==> config.mk <==
export PLATFORM = sky130hd
export DESIGN_NAME = cell_reference_converter
export DESIGN_NICKNAME = d
export VERILOG_FILES = /design/src/rtl/cref_pkg.sv /design/src/rtl/cref_divider.sv /design/src/rtl/cref_queue.sv /design/src/rtl/cref_front.sv /design/src/rtl/cref_back.sv /design/src/rtl/cell_reference_converter.sv
export SDC_FILE = /design/constraint.sdc
export NUM_CORES = 2
export LEC_CHECK = 0
export BUFFER_PORTS_ARGS = -buffer_cell sky130_fd_sc_hd__buf_2
export CORE_MARGIN = 2
export CORE_UTILIZATION = 30
export DETAILED_ROUTE_END_ITERATION = 6
export PLACE_DENSITY = 0.45
export SETUP_SLACK_MARGIN = 0.4
export SKIP_LAST_GASP = 1
export SYNTH_ARGS = -nofsm -noshare
export SYNTH_HDL_FRONTEND = slang
export SYNTH_SLANG_ARGS = --single-unit
export TNS_END_PERCENT = 100
==> constraint.sdc <==
create_clock -name clk -period 9.35 [get_ports clk]
set_input_delay 0 -clock clk [delete_from_list [all_inputs] [get_ports clk]]
set_output_delay 0 -clock clk [all_outputs]
set_load 0.02 [all_outputs]
==> src/rtl/cref_pkg.sv <==
// Shared types, character constants, radices and sizes for the cell reference converter.
package cref_pkg;

  typedef struct packed {
    logic [7:0] in_char;
    logic       in_last;
  } in_t;

  typedef struct packed {
    logic [7:0] out_char;
    logic       out_last;
  } out_t;

  localparam logic [7:0] CH_UA   = 8'h41;
  localparam logic [7:0] CH_UZ   = 8'h5A;
  localparam logic [7:0] CH_LA   = 8'h61;
  localparam logic [7:0] CH_LZ   = 8'h7A;
  localparam logic [7:0] CH_UC   = 8'h43;
  localparam logic [7:0] CH_UR   = 8'h52;
  localparam logic [7:0] CH_D0   = 8'h30;
  localparam logic [7:0] CH_D9   = 8'h39;

  localparam logic [5:0] RADIX_LET = 6'd26;
  localparam logic [5:0] RADIX_DEC = 6'd10;

  localparam int RESULT_CAP  = 28;
  localparam int STACK_DEPTH = 24;
  localparam int STACK_W     = 5;
  localparam int OCNT_W      = 5;

endpackage

==> src/rtl/cref_divider.sv <==
// Byte-serial divider by a constant radix of 10 or 26, using reciprocal multiplication.
module cref_divider #(
  parameter int WIDTH = 32
) (
  input  logic             clk,
  input  logic             rst_n,
  input  logic             start,
  input  logic             is_letter_radix,
  input  logic [WIDTH-1:0] dividend,
  output logic             done,
  output logic [WIDTH-1:0] quotient,
  output logic [4:0]       remainder
);
  import cref_pkg::*;

  localparam int STEPS = (WIDTH + 7) / 8;
  localparam int PW    = STEPS * 8;
  localparam int CNT_W = $clog2(STEPS + 1);

  // floor(x * RECIP >> SHIFT) equals x / radix for every partial value below radix * 256
  localparam logic [13:0] RECIP_DEC = 14'd3277;
  localparam logic [13:0] RECIP_LET = 14'd10083;

  logic [PW-1:0]    q_r;
  logic [4:0]       rem_r;
  logic             is26_r;
  logic [CNT_W-1:0] cnt_r;
  logic             done_r;

  logic [12:0] part;
  logic [24:0] prod10;
  logic [26:0] prod26;
  logic [7:0]  qbyte;
  logic [12:0] back_prod;
  logic [12:0] part_rem;

  // partial remainder joined with the next dividend byte
  assign part      = {rem_r, q_r[PW-1 -: 8]};
  assign prod10    = 25'(part) * 25'(RECIP_DEC);
  assign prod26    = 27'(part) * 27'(RECIP_LET);
  assign qbyte     = is26_r ? prod26[25:18] : prod10[22:15];
  assign back_prod = 13'(qbyte) * 13'(is26_r ? RADIX_LET : RADIX_DEC);
  assign part_rem  = part - back_prod;

  // load the dividend, then retire one byte per cycle from the top
  always_ff @(posedge clk) begin
    if (!rst_n) begin
      cnt_r  <= '0;
      done_r <= 1'b0;
    end else begin
      done_r <= 1'b0;
      if (start) begin
        q_r    <= PW'(dividend);
        rem_r  <= '0;
        is26_r <= is_letter_radix;
        cnt_r  <= CNT_W'(STEPS);
      end else if (cnt_r != '0) begin
        q_r    <= {q_r[PW-9:0], qbyte};
        rem_r  <= part_rem[4:0];
        cnt_r  <= cnt_r - 1'b1;
        done_r <= (cnt_r == CNT_W'(1));
      end
    end
  end

  assign done      = done_r;
  assign quotient  = q_r[WIDTH-1:0];
  assign remainder = rem_r;

endmodule

==> src/rtl/cref_queue.sv <==
// Two-entry job queue with a banked tail character store between front and back.
module cref_queue #(
  parameter int TAIL_DEPTH  = 16,
  parameter int NUMBER_BITS = 32
) (
  input  logic                           clk,
  input  logic                           rst_n,
  // front side
  input  logic                           tail_we,
  input  logic [$clog2(TAIL_DEPTH)-1:0]  tail_widx,
  input  logic [7:0]                     tail_wdata,
  input  logic                           push,
  input  logic                           push_a1,
  input  logic [$clog2(TAIL_DEPTH+1)-1:0] push_tcnt,
  input  logic [NUMBER_BITS-1:0]         push_num_a,
  input  logic [NUMBER_BITS-1:0]         push_num_b,
  output logic                           full,
  // back side
  output logic                           empty,
  output logic                           head_a1,
  output logic [$clog2(TAIL_DEPTH+1)-1:0] head_tcnt,
  output logic [NUMBER_BITS-1:0]         head_num_a,
  output logic [NUMBER_BITS-1:0]         head_num_b,
  input  logic [$clog2(TAIL_DEPTH)-1:0]  tail_ridx,
  output logic [7:0]                     tail_rdata,
  input  logic                           pop
);
  import cref_pkg::*;

  localparam int CW = $clog2(TAIL_DEPTH + 1);
  localparam int AW = $clog2(2 * TAIL_DEPTH);

  logic [7:0]             tail_mem [2*TAIL_DEPTH];
  logic                   a1_r   [2];
  logic [CW-1:0]          tcnt_r [2];
  logic [NUMBER_BITS-1:0] numa_r [2];
  logic [NUMBER_BITS-1:0] numb_r [2];
  logic                   wptr_r;
  logic                   rptr_r;
  logic [1:0]             cnt_r;
  logic [7:0]             rdata_r;

  logic [AW-1:0] waddr;
  logic [AW-1:0] raddr;

  // bank select: the second bank sits above the first
  assign waddr = wptr_r ? AW'(tail_widx) + AW'(TAIL_DEPTH) : AW'(tail_widx);
  assign raddr = rptr_r ? AW'(tail_ridx) + AW'(TAIL_DEPTH) : AW'(tail_ridx);

  // tail store write and registered read
  always_ff @(posedge clk) begin
    if (tail_we) begin
      tail_mem[waddr] <= tail_wdata;
    end
    rdata_r <= tail_mem[raddr];
  end

  // job descriptors
  always_ff @(posedge clk) begin
    if (push) begin
      a1_r[wptr_r]   <= push_a1;
      tcnt_r[wptr_r] <= push_tcnt;
      numa_r[wptr_r] <= push_num_a;
      numb_r[wptr_r] <= push_num_b;
    end
  end

  // advance pointers and occupancy
  always_ff @(posedge clk) begin
    if (!rst_n) begin
      wptr_r <= 1'b0;
      rptr_r <= 1'b0;
      cnt_r  <= '0;
    end else begin
      if (push) wptr_r <= ~wptr_r;
      if (pop)  rptr_r <= ~rptr_r;
      unique case ({push, pop})
        2'b10:   cnt_r <= cnt_r + 1'b1;
        2'b01:   cnt_r <= cnt_r - 1'b1;
        default: cnt_r <= cnt_r;
      endcase
    end
  end

  assign full       = (cnt_r == 2'd2);
  assign empty      = (cnt_r == 2'd0);
  assign head_a1    = a1_r[rptr_r];
  assign head_tcnt  = tcnt_r[rptr_r];
  assign head_num_a = numa_r[rptr_r];
  assign head_num_b = numb_r[rptr_r];
  assign tail_rdata = rdata_r;

endmodule

==> src/rtl/cref_front.sv <==
// Front end: accepts characters, classifies the form and builds the numbers.
module cref_front #(
  parameter int TAIL_DEPTH  = 16,
  parameter int NUMBER_BITS = 32
) (
  input  logic                            clk,
  input  logic                            rst_n,
  input  logic                            accept,
  input  cref_pkg::in_t                   in_data,
  output logic                            tail_we,
  output logic [$clog2(TAIL_DEPTH)-1:0]   tail_widx,
  output logic [7:0]                      tail_wdata,
  output logic                            push,
  output logic                            push_a1,
  output logic [$clog2(TAIL_DEPTH+1)-1:0] push_tcnt,
  output logic [NUMBER_BITS-1:0]          push_num_a,
  output logic [NUMBER_BITS-1:0]          push_num_b
);
  import cref_pkg::*;

  localparam int IW = $clog2(TAIL_DEPTH);
  localparam int CW = $clog2(TAIL_DEPTH + 1);
  localparam int NW = NUMBER_BITS;

  logic [4:0]    pos_r,   pos_nxt;
  logic          lf_r,    lf_nxt;
  logic [NW-1:0] lv_r,    lv_nxt;
  logic [CW-1:0] tcnt_r,  tcnt_nxt;
  logic          sil_r,   sil_nxt;
  logic          cs_r,    cs_nxt;
  logic [NW-1:0] row_r,   row_nxt;
  logic [NW-1:0] col_r,   col_nxt;
  logic [1:0]    phase_r, phase_nxt;

  logic [7:0]    c;
  logic          is_let;
  logic          is_dig;
  logic [NW-1:0] c_ext;
  logic [NW-1:0] dig_ext;

  assign c       = in_data.in_char;
  assign is_let  = (c >= CH_UA && c <= CH_UZ) || (c >= CH_LA && c <= CH_LZ);
  assign is_dig  = (c >= CH_D0 && c <= CH_D9);
  assign c_ext   = NW'(c);
  assign dig_ext = NW'(c - CH_D0);

  // next state for one accepted character
  always_comb begin
    pos_nxt    = pos_r;
    lf_nxt     = lf_r;
    lv_nxt     = lv_r;
    tcnt_nxt   = tcnt_r;
    sil_nxt    = sil_r;
    cs_nxt     = cs_r;
    row_nxt    = row_r;
    col_nxt    = col_r;
    phase_nxt  = phase_r;
    tail_we    = 1'b0;
    tail_widx  = tcnt_r[IW-1:0];
    tail_wdata = c;

    // leading letters build the column, the rest goes to the tail until it is full
    if (!lf_r && is_let) begin
      lv_nxt = (lv_r << 4) + (lv_r << 3) + (lv_r << 1) + c_ext - NW'(CH_UA) + NW'(1);
    end else begin
      lf_nxt = 1'b1;
      if (tcnt_r < CW'(TAIL_DEPTH)) begin
        tail_we  = accept;
        tcnt_nxt = tcnt_r + 1'b1;
      end
    end

    if (pos_r == 5'd1) sil_nxt = is_let;
    if (pos_r != 5'd0 && c == CH_UC) cs_nxt = 1'b1;

    // row and column fields of the numeric form
    if (pos_r == 5'd0) begin
      phase_nxt = 2'd1;
    end else if (phase_r == 2'd1) begin
      if (is_dig) row_nxt = (row_r << 3) + (row_r << 1) + dig_ext;
      else        phase_nxt = 2'd2;
    end else if (phase_r == 2'd2) begin
      if (is_dig) col_nxt = (col_r << 3) + (col_r << 1) + dig_ext;
      else        phase_nxt = 2'd3;
    end

    if (pos_r != 5'd31) pos_nxt = pos_r + 1'b1;
  end

  assign push       = accept && in_data.in_last;
  assign push_a1    = sil_nxt || !cs_nxt;
  assign push_tcnt  = tcnt_nxt;
  assign push_num_a = push_a1 ? lv_nxt : row_nxt;
  assign push_num_b = col_nxt;

  // hold parse state; clear it after the last character
  always_ff @(posedge clk) begin
    if (!rst_n || push) begin
      pos_r   <= '0;
      lf_r    <= 1'b0;
      lv_r    <= '0;
      tcnt_r  <= '0;
      sil_r   <= 1'b0;
      cs_r    <= 1'b0;
      row_r   <= '0;
      col_r   <= '0;
      phase_r <= '0;
    end else if (accept) begin
      pos_r   <= pos_nxt;
      lf_r    <= lf_nxt;
      lv_r    <= lv_nxt;
      tcnt_r  <= tcnt_nxt;
      sil_r   <= sil_nxt;
      cs_r    <= cs_nxt;
      row_r   <= row_nxt;
      col_r   <= col_nxt;
      phase_r <= phase_nxt;
    end
  end

endmodule

==> src/rtl/cref_back.sv <==
// Back end: sequences one job into output characters through the divider and a stack.
module cref_back #(
  parameter int TAIL_DEPTH  = 16,
  parameter int NUMBER_BITS = 32
) (
  input  logic                            clk,
  input  logic                            rst_n,
  input  logic                            q_empty,
  input  logic                            head_a1,
  input  logic [$clog2(TAIL_DEPTH+1)-1:0] head_tcnt,
  input  logic [NUMBER_BITS-1:0]          head_num_a,
  input  logic [NUMBER_BITS-1:0]          head_num_b,
  output logic [$clog2(TAIL_DEPTH)-1:0]   tail_ridx,
  input  logic [7:0]                      tail_rdata,
  output logic                            pop,
  output logic                            out_valid,
  output cref_pkg::out_t                  out_data
);
  import cref_pkg::*;

  localparam int IW = $clog2(TAIL_DEPTH);
  localparam int CW = $clog2(TAIL_DEPTH + 1);
  localparam int NW = NUMBER_BITS;

  typedef enum logic [3:0] {
    B_IDLE, B_R, B_TRD, B_TEM, B_C, B_LCHK, B_LWT, B_DST, B_DWT, B_POP, B_DONE
  } bstate_t;

  bstate_t              state_r;
  logic [NW-1:0]        val_r;
  logic [CW-1:0]        tidx_r;
  logic [STACK_W-1:0]   sp_r;
  logic                 dec_r;
  logic [7:0]           stk_r [STACK_DEPTH];
  logic [OCNT_W-1:0]    ocnt_r;
  logic                 ov_r;
  out_t                 od_r;

  logic                 div_start;
  logic                 div_is26;
  logic [NW-1:0]        div_in;
  logic                 div_done;
  logic [NW-1:0]        div_q;
  logic [4:0]           div_rem;

  logic                 emit;
  logic [7:0]           emit_ch;
  logic                 emit_fin;
  logic [STACK_W-1:0]   sp_top;

  cref_divider #(.WIDTH(NW)) u_div (
    .clk             (clk),
    .rst_n           (rst_n),
    .start           (div_start),
    .is_letter_radix (div_is26),
    .dividend        (div_in),
    .done            (div_done),
    .quotient        (div_q),
    .remainder       (div_rem)
  );

  assign sp_top    = sp_r - 1'b1;
  assign tail_ridx = tidx_r[IW-1:0];
  assign pop       = (state_r == B_DONE);

  // drive divider and emission from the current state
  always_comb begin
    div_start = 1'b0;
    div_is26  = 1'b0;
    div_in    = val_r;
    emit      = 1'b0;
    emit_ch   = CH_UR;
    emit_fin  = 1'b0;
    unique case (state_r)
      B_R:   emit = 1'b1;
      B_TEM: begin
        emit    = 1'b1;
        emit_ch = tail_rdata;
      end
      B_C: begin
        emit    = 1'b1;
        emit_ch = CH_UC;
      end
      B_LCHK: begin
        div_start = (val_r != '0);
        div_is26  = 1'b1;
        div_in    = val_r - 1'b1;
      end
      B_DST: div_start = 1'b1;
      B_POP: begin
        emit     = (sp_r != '0);
        emit_ch  = stk_r[sp_top];
        emit_fin = dec_r && (sp_r == STACK_W'(1));
      end
      default: ;
    endcase
  end

  // hold sequencer state and registered result
  always_ff @(posedge clk) begin
    if (!rst_n) begin
      state_r <= B_IDLE;
      ov_r    <= 1'b0;
      ocnt_r  <= '0;
      sp_r    <= '0;
      tidx_r  <= '0;
      dec_r   <= 1'b0;
    end else begin
      ov_r <= 1'b0;
      // drop anything past the result cap; the last kept one is marked final
      if (emit && ocnt_r < OCNT_W'(RESULT_CAP)) begin
        ov_r        <= 1'b1;
        od_r.out_char <= emit_ch;
        od_r.out_last <= emit_fin || (ocnt_r == OCNT_W'(RESULT_CAP - 1));
        ocnt_r      <= ocnt_r + 1'b1;
      end
      unique case (state_r)
        B_IDLE: begin
          ocnt_r <= '0;
          sp_r   <= '0;
          tidx_r <= '0;
          if (!q_empty) begin
            if (head_a1) begin
              state_r <= B_R;
            end else begin
              val_r   <= head_num_b;
              state_r <= B_LCHK;
            end
          end
        end
        B_R:   state_r <= B_TRD;
        B_TRD: state_r <= (tidx_r == head_tcnt) ? B_C : B_TEM;
        B_TEM: begin
          tidx_r  <= tidx_r + 1'b1;
          state_r <= B_TRD;
        end
        B_C: begin
          val_r   <= head_num_a;
          state_r <= B_DST;
        end
        B_LCHK: begin
          if (val_r == '0) begin
            dec_r   <= 1'b0;
            state_r <= B_POP;
          end else begin
            state_r <= B_LWT;
          end
        end
        B_LWT: begin
          if (div_done) begin
            stk_r[sp_r] <= CH_UA + {3'b000, div_rem};
            sp_r        <= sp_r + 1'b1;
            val_r       <= div_q;
            state_r     <= B_LCHK;
          end
        end
        B_DST: state_r <= B_DWT;
        B_DWT: begin
          if (div_done) begin
            stk_r[sp_r] <= CH_D0 + {3'b000, div_rem};
            sp_r        <= sp_r + 1'b1;
            val_r       <= div_q;
            if (div_q == '0) begin
              dec_r   <= 1'b1;
              state_r <= B_POP;
            end else begin
              state_r <= B_DST;
            end
          end
        end
        B_POP: begin
          if (sp_r != '0) begin
            sp_r <= sp_top;
          end else if (dec_r) begin
            state_r <= B_DONE;
          end else begin
            val_r   <= head_num_a;
            state_r <= B_DST;
          end
        end
        B_DONE: state_r <= B_IDLE;
        default: state_r <= B_IDLE;
      endcase
    end
  end

  assign out_valid = ov_r;
  assign out_data  = od_r;

endmodule

==> src/rtl/cell_reference_converter.sv <==
// Cell reference converter top level: front end, job queue and back end.
// Characters are taken one per cycle; busy rises only while two references wait in the queue.
// After the last character each tail character passes through a read state and an emit state, and
// each letter or digit takes one divider run, one byte per divider step.
// Results come one per cycle at most, each on out_valid for one cycle; up to 28 per reference.
// Synchronous active-low reset clears control state; the tail store is not cleared.
module cell_reference_converter #(
  parameter int TAIL_DEPTH  = 16,
  parameter int NUMBER_BITS = 32
) (
  input  logic           clk,
  input  logic           rst_n,
  input  logic           start,
  output logic           busy,
  input  cref_pkg::in_t  in_data,
  output logic           out_valid,
  output cref_pkg::out_t out_data
);
  import cref_pkg::*;

  localparam int IW = $clog2(TAIL_DEPTH);
  localparam int CW = $clog2(TAIL_DEPTH + 1);

  logic                   accept;
  logic                   tail_we;
  logic [IW-1:0]          tail_widx;
  logic [7:0]             tail_wdata;
  logic                   push;
  logic                   push_a1;
  logic [CW-1:0]          push_tcnt;
  logic [NUMBER_BITS-1:0] push_num_a;
  logic [NUMBER_BITS-1:0] push_num_b;
  logic                   q_full;
  logic                   q_empty;
  logic                   head_a1;
  logic [CW-1:0]          head_tcnt;
  logic [NUMBER_BITS-1:0] head_num_a;
  logic [NUMBER_BITS-1:0] head_num_b;
  logic [IW-1:0]          tail_ridx;
  logic [7:0]             tail_rdata;
  logic                   pop;

  assign busy   = q_full;
  assign accept = start && !busy;

  cref_front #(.TAIL_DEPTH(TAIL_DEPTH), .NUMBER_BITS(NUMBER_BITS)) u_front (
    .clk        (clk),
    .rst_n      (rst_n),
    .accept     (accept),
    .in_data    (in_data),
    .tail_we    (tail_we),
    .tail_widx  (tail_widx),
    .tail_wdata (tail_wdata),
    .push       (push),
    .push_a1    (push_a1),
    .push_tcnt  (push_tcnt),
    .push_num_a (push_num_a),
    .push_num_b (push_num_b)
  );

  cref_queue #(.TAIL_DEPTH(TAIL_DEPTH), .NUMBER_BITS(NUMBER_BITS)) u_queue (
    .clk        (clk),
    .rst_n      (rst_n),
    .tail_we    (tail_we),
    .tail_widx  (tail_widx),
    .tail_wdata (tail_wdata),
    .push       (push),
    .push_a1    (push_a1),
    .push_tcnt  (push_tcnt),
    .push_num_a (push_num_a),
    .push_num_b (push_num_b),
    .full       (q_full),
    .empty      (q_empty),
    .head_a1    (head_a1),
    .head_tcnt  (head_tcnt),
    .head_num_a (head_num_a),
    .head_num_b (head_num_b),
    .tail_ridx  (tail_ridx),
    .tail_rdata (tail_rdata),
    .pop        (pop)
  );

  cref_back #(.TAIL_DEPTH(TAIL_DEPTH), .NUMBER_BITS(NUMBER_BITS)) u_back (
    .clk        (clk),
    .rst_n      (rst_n),
    .q_empty    (q_empty),
    .head_a1    (head_a1),
    .head_tcnt  (head_tcnt),
    .head_num_a (head_num_a),
    .head_num_b (head_num_b),
    .tail_ridx  (tail_ridx),
    .tail_rdata (tail_rdata),
    .pop        (pop),
    .out_valid  (out_valid),
    .out_data   (out_data)
  );

  // queue can never be both full and empty
  a_queue_state: assert property (@(posedge clk) disable iff (!rst_n)
    !(q_full && q_empty))
    else $error("queue full and empty at once");

  // a final transaction leaves a job waiting in the queue
  a_push_lands: assert property (@(posedge clk) disable iff (!rst_n)
    (accept && in_data.in_last) |=> !q_empty)
    else $error("finished reference not queued");

  // the final result of a reference is followed by a gap
  a_last_gap: assert property (@(posedge clk) disable iff (!rst_n)
    (out_valid && out_data.out_last) |=> !out_valid)
    else $error("result right after final result");

  // a job is never popped from an empty queue
  a_pop_nonempty: assert property (@(posedge clk) disable iff (!rst_n)
    pop |-> !q_empty)
    else $error("pop from empty queue");

endmodule

==> metrics <==
crit path capture type flip-flop; routed via count 28200; global routing's busiest layer met2; Inserted Clock Buffers 90; average size of a mapped cell approximately 12 sq um; first-pass GRT wire length 181 mm; synthesis-to-finish area growth 12.3%; vias in the first global route ~29000; CP Class flip-flop to flip-flop; WP data arrival between 7 and 8 ns; Yosys top cell by area edfxtp_1; Die Wd 394 um; Final Cycle Share 77.6%; global route overflow 0; Slew Viols, Final 0; setup bufs post-CTS 0; register-to-register setup slack 2.09 ns; DRT Pass-1 Iters 5; critical path launch point type flip-flop; r2r worst-path depth 26; Hold-fix buffers, CTS 7; maxcap violations 0; Post-Synthesis Cells between 3000 and 4000; reg-to-reg endpoint u_back.u_div.remainder[4]$_SDFFCE_PP0P_; routed wire length 118 mm; largest net degree at the start of global routing 71; post-cts resize count 0; setup_tns 0 ns; initial antenna violation count 12; die area approximately 160000 sq um; Fmax roughly 140 MHz; Boundary Pins 23; RSZ-0062 raised after global routing no; Longest Clk Path Bufs 3; Routed WL per cell between 20 and 25 um; Global Route Usage Sum between 10% and 20%; I/O Buffers 22; Worst-Skew Late Latency 0.67 ns; Total Nets Final around 4300; DP Area between 40000 and 50000 sq um; Max FO, Critical Path 12; Initial Utilization between 30% and 40%; FILL cells between 15000 and 20000; run status completed; DR vias/cell 4.81; clock sinks 792; M3 GR Usage between 1.5 and 2%; post-synthesis sequential area ratio 48.9%; post-synthesis net count roughly 4300; gp weighted congestion ~0.83; Worst Tran Pin Value 1.22 ns; relative slew slack 18.5%; Final Critical Period around 7.3 ns; Hold Path Depth 1; Yosys reg bits 792; Top FF cell, synth edfxtp_1; Setup-failing EPs final 0; Synthesis Warnings 0; Req. time, crit path 9.77 ns; Hold Path End u_queue.tail_mem[20][6]$_DFFE_PP_; count leader, synth edfxtp_1; post-layout util around 34%; CTS tree yes; clock skew a little under 0.04 ns; row count between 100 and 150; Async SR Flop Fraction 0%; Synth top area share a little over two fifths; die height 394 um; H-Tree Depth 3; Final Instance Area ~51000 sq um; share of layout cells above drive strength 1 roughly a tenth; Post-DP HPWL roughly 83 mm; top cells by area, synth edfxtp_1 42%, ha_1 9.2%, fa_1 8.1%; hold wc startpoint in_data[7]; Root Driver clkbuf_16; Worst-path clk slew around 0.06 ns; Synth Cell Area approximately 46000 sq um; met1 Track Usage GR ~22%; detailed-route DRC error count 0; core footprint between 150000 and 200000 sq um; hold crit path type input port to flip-flop; Final Hold Fails 0; 1st-iter DRT viols between 1500 and 2000; Post-synth EDFFs about 640; Crit Reg-Reg Startpoint u_back.u_div.quotient[26]$_DFFE_PP_; met2 Use GR roughly 24%; Post-synth top cells 643 x edfxtp_1, 365 x nand2_1, 359 x inv_1; Antenna Nets Post-Route 0; Netlist cell types 84
==> critical path, stage by stage, from the launching register on <==
cell      delay (ns)
edfxtp_1        0.83
inv_1           0.23
ha_1            0.46
inv_1           0.11
fa_1            0.48
inv_1           0.04
ha_1            0.31
fa_1            0.54
inv_1           0.05
fa_1            0.47
inv_1           0.04
ha_1            0.16
or3_1           0.37
a221oi_1        0.33
o21ai_1         0.20
a21oi_1         0.26
xnor2_1         0.25
nand2_1         0.10
o21ai_0         0.15
ha_1            0.30
ha_1            0.27
inv_1           0.04
ha_1            0.29
a21oi_1         0.18
xnor2_1         0.15
xnor3_1         0.25
mux2i_1         0.13
==> worst max path at each step <==
| stage | startpoint | endpoint | slack (ns) | cells after the start |
|---|---|---|---|---|
| 3_3_place_gp | u_back.u_div.quotient[26]$_DFFE_PP_ | u_back.u_div.remainder[4]$_SDFFCE_PP0P_ | 2.19 | 26 |
| 5_1_grt | u_back.u_div.quotient[26]$_DFFE_PP_ | u_back.u_div.remainder[4]$_SDFFCE_PP0P_ | 1.61 | 26 |
| 2_1_floorplan | in_data[5] | u_queue.numa_r[0][28]$_DFFE_PP_ | 1.54 | 14 |
| 6_report | u_back.u_div.quotient[26]$_DFFE_PP_ | u_back.u_div.remainder[4]$_SDFFCE_PP0P_ | 2.09 | 26 |
| 4_1_cts | u_back.u_div.quotient[26]$_DFFE_PP_ | u_back.u_div.remainder[4]$_SDFFCE_PP0P_ | 2.04 | 26 |
| 3_5_place_dp | u_back.u_div.quotient[26]$_DFFE_PP_ | u_back.u_div.remainder[4]$_SDFFCE_PP0P_ | 2.06 | 26 |
==> layout make-up <==
type	count	area (sq um)	area share, %
antenna	3	7.51	0.0146
multi-input combinational	2442	21500	42.0
clock buffer	119	2490	4.87
sequential	792	22300	43.5
timing repair buffer	64	443	0.864
inverter	360	1350	2.64
tap	2030	2540	4.96
clock inverter	47	597	1.16
==> per-layer routing <==
layer	part of all wire (%)	vias up
li1	-	13600
met1	49	14000
met2	46	422
met3	3.0	133
met4	2.0	0
met5	0	-
==> state kept, by name, summed over array words and instances, names as in the netlist, 8 cells and up, named ones only <==
register / cells
u_front.lv_r: 32
u_back.val_r: 32
u_queue.tail_rdata: 8
u_queue.tcnt_r: 10
u_back.u_div.quotient: 32
u_queue.tail_mem: 256
u_front.row_r: 32
u_queue.numa_r: 64
u_back.stk_r: 168
u_queue.numb_r: 64
u_front.col_r: 32
u_back.out_data: 9
==> per-stage QoR <==
stage / cells / setup slack (ns) / hold slack [ns]
after floorplan: 3735 / 1.54 / 0.0989
after global placement: 5681 / 2.19 / 0.421
after detailed placement: 5681 / 2.06 / 0.422
after CTS: 5854 / 2.04 / 0.0120
after global routing: 5856 / 1.61 / 0.0475
final: 5857 / 2.09 / 0.0500
==> placed cells by master (no fill, tap or decap), types with 55 or more instances in the layout <==
cell / instances
clkbuf_16: 92
fa_1: 185
o21ai_0: 129
nor2_1: 230
nand2_1: 363
a211oi_1: 55
dfxtp_1: 145
inv_1: 359
a21oi_1: 223
edfxtp_1: 643
xnor2_1: 103
ha_1: 336
mux4_2: 129
mux2i_1: 84
==> logic make-up (layout without fill, tap and decap cells) <==
logic type      count (synthesis)  after routing  synth area share, %
buf+inv                       501            590                 4.22
compound gates                658            658                 9.11
flops                         792            792                 48.9
mux                           238            238                 8.83
xor+xnor                      162            162                 3.14
other cells                     0              3                    0
simple gates                  862            862                 8.48
fa+ha+maj                     522            522                 17.4
Power is not shown: default switching activity piles up to over one toggle a cycle in this logic, so the estimate is an artifact.
